`config.mk`:
```
export PLATFORM = sky130hd
export DESIGN_NAME = psq_ctrl
export DESIGN_NICKNAME = d
export VERILOG_FILES = /design/src/rtl/per_destination_send_queues_unit_defines.svh /design/src/rtl/psq_pkg.sv /design/src/rtl/psq_ctrl.sv
export SDC_FILE = /design/constraint.sdc
export NUM_CORES = 1
export LEC_CHECK = 0
export BUFFER_PORTS_ARGS = -buffer_cell sky130_fd_sc_hd__buf_2
export CAP_MARGIN = 20
export CORE_MARGIN = 2
export CORE_UTILIZATION = 50
export CTS_BUF_LIST = sky130_fd_sc_hd__clkbuf_16
export DETAILED_ROUTE_END_ITERATION = 16
export HOLD_SLACK_MARGIN = 0.03
export PLACE_DENSITY = 0.67
export SYNTH_ARGS = -nofsm -noshare
export SYNTH_HDL_FRONTEND = slang
export SYNTH_SLANG_ARGS = --single-unit
```
`constraint.sdc`:
```
create_clock -name clock -period 6.7 [get_ports clock]
set_input_delay 1.005 -clock clock [delete_from_list [all_inputs] [get_ports clock]]
set_output_delay 1.005 -clock clock [all_outputs]
set_load 0.01 [all_outputs]
```
`src/rtl/per_destination_send_queues_unit_defines.svh`:
```
// ----------------------------------------------------------------------------
// Assertion macros for the per-destination send queues
// Concurrent assertion wrappers that compile away when SYNTHESIS is defined.
// ----------------------------------------------------------------------------
`ifndef PER_DESTINATION_SEND_QUEUES_UNIT_DEFINES_SVH
`define PER_DESTINATION_SEND_QUEUES_UNIT_DEFINES_SVH

`ifndef SYNTHESIS

// Property checked on every rising clock edge outside reset.
`define PSQ_ASSERT(lbl, clk, rst, prop, msg) \
   lbl: assert property (@(posedge clk) disable iff (rst) prop) else $error(msg);

// Property checked on every rising clock edge, reset included.
`define PSQ_ASSERT_ALWAYS(lbl, clk, prop, msg) \
   lbl: assert property (@(posedge clk) prop) else $error(msg);

`else

`define PSQ_ASSERT(lbl, clk, rst, prop, msg)
`define PSQ_ASSERT_ALWAYS(lbl, clk, prop, msg)

`endif

`endif

```
`src/rtl/psq_pkg.sv`:
```
// ----------------------------------------------------------------------------
// Send queue package
// Field widths, operation and status codes and the decision record shared by
// the send queue modules.
// ----------------------------------------------------------------------------
`default_nettype none

package psq_pkg;

   // Fixed field widths.
   localparam int DEST_W = 4;
   localparam int MSG_W  = 64;
   localparam int CNT_W  = 5;
   localparam int MASK_W = 16;

   // Destination count after reset.
   localparam logic [CNT_W-1:0] DEST_COUNT_RESET = 5'd16;

   // Item operation codes.
   typedef enum logic [0:0] {
      OP_SEND  = 1'b0,
      OP_DRAIN = 1'b1
   } opcode_type;

   // Result status codes.
   typedef enum logic [1:0] {
      STATUS_OK       = 2'd0,
      STATUS_DROPPED  = 2'd1,
      STATUS_BAD_DEST = 2'd2
   } status_type;

   // What the controller decided for the item in the input register.
   typedef struct packed {
      logic       link_valid;
      logic       store_write;
      logic       store_read;
      status_type status;
   } decision_type;

endpackage

`default_nettype wire

```
`src/rtl/psq_ctrl.sv`:
```
// ----------------------------------------------------------------------------
// Send queue controller
// Holds the read and write pointers of every queue and decides, for the item
// in the input register, whether it bypasses, queues, drops, drains or has a bad destination.
// ----------------------------------------------------------------------------
`default_nettype none

module psq_ctrl #(
   parameter int QUEUE_DEPTH = 16,
   parameter int MAX_DESTS   = 16,
   parameter int ADDR_W      = 8
) (
   input  wire logic                        clock,
   input  wire logic                        reset,
   input  wire logic                        commit,
   input  wire psq_pkg::opcode_type         opcode,
   input  wire logic [psq_pkg::DEST_W-1:0]  dest,
   input  wire logic                        link_ready,
   input  wire logic [psq_pkg::MASK_W-1:0]  query_mask,
   input  wire logic [psq_pkg::CNT_W-1:0]   dest_count,
   output psq_pkg::decision_type            decision,
   output logic      [ADDR_W-1:0]           store_addr,
   output logic      [psq_pkg::MASK_W-1:0]  nonempty_mask
);

   localparam int PTR_W  = $clog2(2 * QUEUE_DEPTH);
   localparam int IDX_W  = $clog2(QUEUE_DEPTH);
   localparam int DIDX_W = (MAX_DESTS > 1) ? $clog2(MAX_DESTS) : 1;
   localparam logic [PTR_W-1:0] PTR_HALF = PTR_W'(QUEUE_DEPTH);
   localparam logic [PTR_W-1:0] PTR_LAST = PTR_W'(2 * QUEUE_DEPTH - 1);

   // Pointers count modulo twice the depth so full and empty differ.
   function automatic logic [PTR_W-1:0] ptr_next(input logic [PTR_W-1:0] ptr);
      return (ptr == PTR_LAST) ? '0 : ptr + PTR_W'(1);
   endfunction

   function automatic logic [PTR_W-1:0] ptr_flip(input logic [PTR_W-1:0] ptr);
      return (ptr >= PTR_HALF) ? ptr - PTR_HALF : ptr + PTR_HALF;
   endfunction

   function automatic logic [IDX_W-1:0] ptr_pos(input logic [PTR_W-1:0] ptr);
      logic [PTR_W-1:0] pos;
      pos = (ptr >= PTR_HALF) ? ptr - PTR_HALF : ptr;
      return pos[IDX_W-1:0];
   endfunction

   logic [PTR_W-1:0]          wr_ptr_ff [MAX_DESTS];
   logic [PTR_W-1:0]          rd_ptr_ff [MAX_DESTS];
   logic [PTR_W-1:0]          wr_ptr_in [MAX_DESTS];
   logic [PTR_W-1:0]          rd_ptr_in [MAX_DESTS];
   logic [psq_pkg::CNT_W-1:0] eff_count;
   logic [DIDX_W-1:0]         didx;
   logic [PTR_W-1:0]          wr_ptr;
   logic [PTR_W-1:0]          rd_ptr;
   logic                      bad_dest;
   logic                      empty;
   logic                      full;

   // Addressed queue and its state.
   assign eff_count = (dest_count > psq_pkg::CNT_W'(MAX_DESTS)) ?
                      psq_pkg::CNT_W'(MAX_DESTS) : dest_count;
   assign didx      = dest[DIDX_W-1:0];
   assign bad_dest  = {1'b0, dest} >= eff_count;
   assign wr_ptr    = wr_ptr_ff[didx];
   assign rd_ptr    = rd_ptr_ff[didx];
   assign empty     = (wr_ptr == rd_ptr);
   assign full      = (wr_ptr == ptr_flip(rd_ptr));

   // Item decision.
   always_comb begin
      decision = '{link_valid: 1'b0, store_write: 1'b0, store_read: 1'b0,
                   status: psq_pkg::STATUS_OK};
      if (bad_dest) begin
         decision.status = psq_pkg::STATUS_BAD_DEST;
      end else begin
         case (opcode)
            psq_pkg::OP_SEND: begin
               if (empty && link_ready) begin
                  decision.link_valid = 1'b1;
               end else if (full) begin
                  decision.status = psq_pkg::STATUS_DROPPED;
               end else begin
                  decision.store_write = 1'b1;
               end
            end
            psq_pkg::OP_DRAIN: begin
               if (!empty && link_ready) begin
                  decision.link_valid = 1'b1;
                  decision.store_read = 1'b1;
               end
            end
            default: begin
               decision.status = psq_pkg::STATUS_OK;
            end
         endcase
      end
   end

   // Store address: queue base plus the slot of the pointer in use.
   assign store_addr = ADDR_W'(didx) * ADDR_W'(QUEUE_DEPTH) +
                       ADDR_W'((opcode == psq_pkg::OP_SEND) ? ptr_pos(wr_ptr)
                                                            : ptr_pos(rd_ptr));

   // Pointer values after this item.
   always_comb begin
      for (int d = 0; d < MAX_DESTS; d++) begin
         wr_ptr_in[d] = wr_ptr_ff[d];
         rd_ptr_in[d] = rd_ptr_ff[d];
         if (DIDX_W'(d) == didx) begin
            if (decision.store_write) begin
               wr_ptr_in[d] = ptr_next(wr_ptr_ff[d]);
            end
            if (decision.store_read) begin
               rd_ptr_in[d] = ptr_next(rd_ptr_ff[d]);
            end
         end
      end
   end

   // Non-empty map as it stands after this item.
   always_comb begin
      nonempty_mask = '0;
      for (int d = 0; d < MAX_DESTS; d++) begin
         nonempty_mask[d] = (wr_ptr_in[d] != rd_ptr_in[d]) &&
                            (psq_pkg::CNT_W'(d) < eff_count) && query_mask[d];
      end
   end

   // Pointer registers advance when the item is committed.
   always_ff @(posedge clock) begin
      if (reset) begin
         for (int d = 0; d < MAX_DESTS; d++) begin
            wr_ptr_ff[d] <= '0;
            rd_ptr_ff[d] <= '0;
         end
      end else if (commit) begin
         for (int d = 0; d < MAX_DESTS; d++) begin
            wr_ptr_ff[d] <= wr_ptr_in[d];
            rd_ptr_ff[d] <= rd_ptr_in[d];
         end
      end
   end

endmodule

`default_nettype wire

```
---- After elaboration in Yosys (flattened, before gate mapping) ----
Memory sizes are Yosys's and may differ from the RTL's.
Cells that the tools add are included.
storage, ports and cells
  bits in registers ....................... 0
  memory bits (writable) .................. 160
  input bits .............................. 30
  output and inout port bits .............. 29
  logic and storage cells ................. 342
  memories kept ........................... 2
memories
  memory     words  bits a word  rd ports  clocked after Yosys merged registers in  wr ports  line            RTL
  rd_ptr_ff  16     5            17        0                                        16        psq_ctrl.sv:48  logic [PTR_W-1:0] rd_ptr_ff [MAX_DESTS];
  wr_ptr_ff  16     5            17        0                                        16        psq_ctrl.sv:47  logic [PTR_W-1:0] wr_ptr_ff [MAX_DESTS];
operators by class
  add/sub/neg operators ................... 36
  magnitude comparators ................... 20
  equal/unequal tests ..................... 65
  muxes and demuxes ....................... 150
  bitwise gates (word level) .............. 33
  reductions and logical operators ........ 36
operator list
  kind                                                      number
  2-to-1 mux 5 bit                                          130
  adder 5 x 1 -> 5 bit, second input constant               32
  == test 5 bit, second input constant                      32
  != test 5 bit                                             16
  < comparator 4 x 5 -> 1 bit, first input constant         8
  logical AND 1 bit                                         34
  == test 4 bit, first input constant                       8
  OR 1 bit                                                  32
  < comparator 3 x 5 -> 1 bit, first input constant         4
  == test 3 x 4 -> 1 bit, first input constant              4
  2-to-1 mux 1 bit                                          13
  2-to-1 mux 4 bit                                          3
  == test 5 bit                                             2
  greater-or-equal comparator 5 bit, second input constant  2
  < comparator 1 x 5 -> 1 bit, first input constant         2
  < comparator 2 x 5 -> 1 bit, first input constant         2
  adder 8 x 4 -> 8 bit                                      1
  == test 2 x 4 -> 1 bit, first input constant              2
  adder 5 bit, second input constant                        1
  greater-or-equal comparator 4 x 5 -> 1 bit                1
  greater-than comparator 5 bit, second input constant      1
  subtractor 5 bit, second input constant                   1
  == test 1 x 4 -> 1 bit, first input constant              1
  logical NOT 4 bit                                         1
  6 further kinds                                           7

---- Longest topological paths before layout ----
An unclocked memory read counts as a cell.
  word-level depth ........................ 13
  gate-level depth with buffers ........... 17

---- Worst setup path after synthesis ----
No wires, ideal clock.
  kind .................................... input-to-output
  start ................................... input port dest[0] (netlist bit)
  end ..................................... output port nonempty_mask[7] (netlist bit)
  arrival time ............................ 4541 ps
  path slack .............................. 1154 ps
  cell stages on the path ................. 16
  buffers on the path ..................... 4
  cells stage by stage .................... buf_6 > buf_6 > buf_4 > inv_1 > ha_1 > nand2b_1 > a21o_1 > a21o_1 > a21oi_1 > o21ai_1 > clkbuf_1 > a211oi_1 > o21ai_0 > a22o_1 > xor2_1 > a31oi_1
on the way
  longest elaborated chain between the ends .. 13
  elaborated cells on any way between the ends .. 26
  those cells by class .................... 2 x add/sub; 2 x order compare; 4 x eq/ne; 11 x mux; 5 x reduce/logical; 2 x memory
ends and longest elaborated chain
  what                                       line             RTL
  from (decl)                                psq_ctrl.sv:17   input wire logic [psq_pkg::DEST_W-1:0] dest,
  memory read (16 x 5 bit)                   n/a
  adder 5 bit, or another cell as far along  psq_ctrl.sv:38   return (ptr >= PTR_HALF) ? ptr - PTR_HALF : ptr + PTR_HALF;
  2-to-1 mux 5 bit                           psq_ctrl.sv:38
  == test 5 bit                              psq_ctrl.sv:67   assign full = (wr_ptr == ptr_flip(rd_ptr));
  2-to-1 mux 1 bit                           psq_ctrl.sv:80   end else if (full) begin
  2-to-1 mux 1 bit                           psq_ctrl.sv:78   if (empty && link_ready) begin
  2-to-1 mux 1 bit                           psq_ctrl.sv:76   case (opcode)
  2-to-1 mux 3 bit                           psq_ctrl.sv:73   if (bad_dest) begin
  2-to-1 mux 5 bit                           psq_ctrl.sv:110  if (decision.store_write) begin
  2-to-1 mux 5 bit                           psq_ctrl.sv:109  if (DIDX_W'(d) == didx) begin
  != test 5 bit (*)                          psq_ctrl.sv:124  nonempty_mask[d] = (wr_ptr_in[d] != rd_ptr_in[d]) &&
  logical AND 1 bit (*)                      psq_ctrl.sv:124
  logical AND 1 bit (*)                      psq_ctrl.sv:125  (psq_pkg::CNT_W'(d) < eff_count) && query_mask[d];
  to (decl)                                  psq_ctrl.sv:23   output logic [psq_pkg::MASK_W-1:0] nonempty_mask
Mark *: on every way between the ends. The rest lies on a longest branch, timed or not.

---- Worst setup path in the final report ----
  start ................................... input port dest[0] (netlist bit)
  end ..................................... output port nonempty_mask[0] (netlist bit)
The elaborated chain is that of the path after synthesis.

==> results.json <==
{
  "yosysSeqAreaShare_pct": 38.7,
  "cts_num_sinks": 160,
  "grt_pass1_wl_um": 54600,
  "drcViolationCount": 0,
  "power_frac_clock_pct": 35.1,
  "drt-vias-per-instance": 6.45,
  "p_comb_share_pct": 20.0,
  "initial_core_util_pct": 51.0,
  "clock_path_buffers": 2,
  "yosysWarnings": 0,
  "power.share.switching_pct": 30.4,
  "die_x_um": 162,
  "r2r-start": "wr_ptr_ff[15][0]",
  "post-route-util_pct": 56.6,
  "fin_crit_ns": 6.36,
  "synth.distinct_cells": 54,
  "worstSetupPathType": "primary input to primary output",
  "peakVddDrop_v": 0.000147,
  "dp.cells": 1564,
  "htree_levels": 4,
  "grt_usage_pct": 27.2,
  "synth_flop_cell": "edfxtp_1",
  "dr.first_iter.drc_count": 1083,
  "routabilityCongestion": 0.901,
  "end_kind": "primary output",
  "maxSlewViolCount": 0,
  "timing.fmax_mhz": 157,
  "wire_per_inst_um": 22.0,
  "post_route_cells_drive_above_1_share_pct": 14.2,
  "fin_crit_sh_pct": 95.0,
  "wirelength_um": 35100,
  "fillerInstances": 2115,
  "synth_area_mm2": 0.0124,
  "cts.repair.resized": 0,
  "tightest_slew_ns": 0.997,
  "hold_buffers": 0,
  "cp_slowest_cell": "a211oi_1",
  "die_y_um": 162,
  "path_cells": "buf_2 > buf_4 > buf_4 > mux4_2 > a22oi_1 > nand2_1 > xor2_1 > nor4_4 > buf_12 > a211oi_1 > mux2i_1 > xor2_1 > nor4_1 > a31oi_1 > buf_2",
  "pin_count": 59,
  "synth_area_per_cell_um2": 10.3,
  "clock_latency_ns": 0.43,
  "path_clk_slew_ns": 0.07,
  "synth-edff-count": 160,
  "grt_pass1_vias": 9718,
  "setup_viol": 0,
  "antenna_found_initial": 0,
  "p_leak_nw": 5.09,
  "ys_seq_elements": 160,
  "syn_nets": 1299,
  "synthArstFlopShare_pct": 0,
  "dieArea_mm2": 0.0261,
  "setup.worst_path.start_class": "primary input",
  "nNetsFinal": 1358,
  "grt_overflow": 0,
  "crit_fanout": 36,
  "hpwl_um": 25800,
  "power_per_cell_area_mw_per_mm2": 208,
  "skew_ns": 0.0119,
  "finalNonFillerCells": 1596,
  "maxCapViolations": 0,
  "drt-pass1-iter-count": 6,
  "hold_ws_ns": 0.696,
  "status": "finished clean",
  "worstPathRequired_ns": 5.69,
  "worstSetupStartpoint": "dest[0]",
  "relSlewSlack_pct": 33.2,
  "hold_viol": 0,
  "postRouteAntennaNets": 0,
  "tns_ns": 0,
  "numPortBuffers": 58,
  "cts_setup_buffers": 0,
  "power_switching_mw": 0.869,
  "syn_to_final_growth_pct": 10.9,
  "rows": 57,
  "power_frac_seq_pct": 44.9,
  "grt_max_degree": 66,
  "hp-start": "rd_ptr_ff[15][4]",
  "cts_buffers": 17,
  "hold_path_class": "flop to flop",
  "root_buffer": "clkbuf_16",
  "cts_tree": "done",
  "cp.arrival_ns": 5.36,
  "coreArea_mm2": 0.0243,
  "postSynthCellCount": 1201,
  "antennaDiodeCount": 0,
  "vias": 10293,
  "power.internal_mw": 1.99,
  "critPathMaxStageDelay_ns": 0.81,
  "rsz0062_at_grt": "false"
}
per-stage QoR:
stage / power, mW / instance area (um2) / worst slack, ns
6_report: 2.86 / 13800 / 0.335
5_1_grt: 2.95 / 13800 / 0.0273
4_1_cts: 2.85 / 13700 / 0.334
3_5_place_dp: 1.86 / 13200 / 0.361
3_3_place_gp: 1.85 / 13100 / 0.442
2_1_floorplan: 1.66 / 12400 / 1.15
routing by layer:
layer / track usage, % / vias up / part of all wire (%)
li1: - / 4736 / -
met1: 36.7 / 5062 / 42
met2: 43.5 / 429 / 46
met3: 4.96 / 66 / 8.1
met4: 11.0 / 0 / 3.3
met5: 0 / - / 0
critical path: cells and delay by family:
family                 cells  cell delay [ns]
AO/OA/AOI/OAI              3             1.12
XOR/XNOR                   2             0.37
buffers and inverters      5             1.42
multiplexers               2             0.92
AND/OR/NAND/NOR            3             0.48
sequential cells by signal (all words and copies together), names as in the netlist:
signal	cells
rd_ptr_ff	80
wr_ptr_ff	80
cells in the mapped netlist, drive strengths merged (12+ instances only):
library cell | number | area share (%)
xnor2 | 28 | 2.0
nor3 | 28 | 1.1
a21oi | 54 | 2.2
edfxtp | 160 | 39
mux4 | 40 | 7.3
ha | 68 | 6.9
a22oi | 19 | 1.1
o21ai | 43 | 1.7
nor2 | 195 | 5.9
nand2 | 49 | 1.5
nor4bb | 19 | 1.5
mux2i | 93 | 7.5
nor4 | 12 | 0.73
a211oi | 35 | 2.6
buf | 22 | 1.3
nand3 | 29 | 1.2
a31oi | 39 | 2.0
o31a | 26 | 1.8
xor2 | 47 | 3.3
nor2b | 42 | 2.1
clkbuf | 33 | 1.0
inv | 14 | 0.42
and3 | 37 | 1.9
area by class of cell:
class                   instances  area (um2)  share of cell area [%]
clock buffers                  17         425                    3.09
clock inverters                14         154                    1.12
inverters                      15        56.3                   0.409
multi-input cells             971        7290                    53.0
flip-flops and latches        160        4800                    34.9
well taps                     324         405                    2.95
repair buffers                 95         626                    4.55
power by group through the flow:
| stage | clock network, mW | logic, mW | registers (mW) |
|---|---|---|---|
| final | 1.00 | 0.572 | 1.28 |
| after global routing | 1.04 | 0.618 | 1.29 |
| after CTS | 1.00 | 0.565 | 1.28 |
| after detailed placement | 0 | 0.563 | 1.30 |
| after global placement | 0 | 0.551 | 1.30 |
| after floorplan | 0 | 0.402 | 1.26 |
kinds of logic (layout without fill, tap and decap cells):
kind of cell	count (synthesis)	after routing	synth area share, %
compound gates	255	255	14.1
buf+inv	70	141	2.76
mux	133	133	14.8
fa+ha+maj	68	68	6.85
xor+xnor	75	75	5.29
flops	160	160	38.7
simple gates	440	440	17.5
final timing paths:
kind	end	slack [ns]	cells past startpoint
max	nonempty_mask[0]	0.34	15
min	rd_ptr_ff[15][4]	0.70	2
max reg2reg	wr_ptr_ff[0][2]	2.91	10
min reg2reg	rd_ptr_ff[15][4]	0.70	2
layout by cell type (no fill, tap or decap), types with 3 or more instances in the layout:
master,Yosys,layout
mux2i_1,93,93
nor3b_1,11,11
and3_1,37,37
a22oi_1,19,19
edfxtp_1,160,160
nor2_1,195,195
a22o_1,9,9
a211oi_2,11,12
nor2b_1,42,42
buf_12,0,3
nand2_1,49,49
mux4_2,40,40
nand3_1,29,29
a31oi_1,39,39
a21oi_1,54,54
a21o_1,4,4
nor4bb_1,19,19
nor3_1,28,28
a211o_1,3,3
o31ai_1,4,4
a2bb2oi_1,3,3
nand2b_1,6,5
and2_1,4,4
o21ai_0,42,41
ha_1,68,68
a32o_1,3,3
bufinv_16,0,3
a211oi_1,24,23
xnor2_1,28,27
clkinv_4,0,3
a221oi_1,3,3
o31a_1,26,26
buf_2,7,58
buf_4,9,33
nor4_1,11,11
xor2_1,47,47
inv_1,14,19
clkbuf_16,0,17
Power figures use the tool's default switching activity.
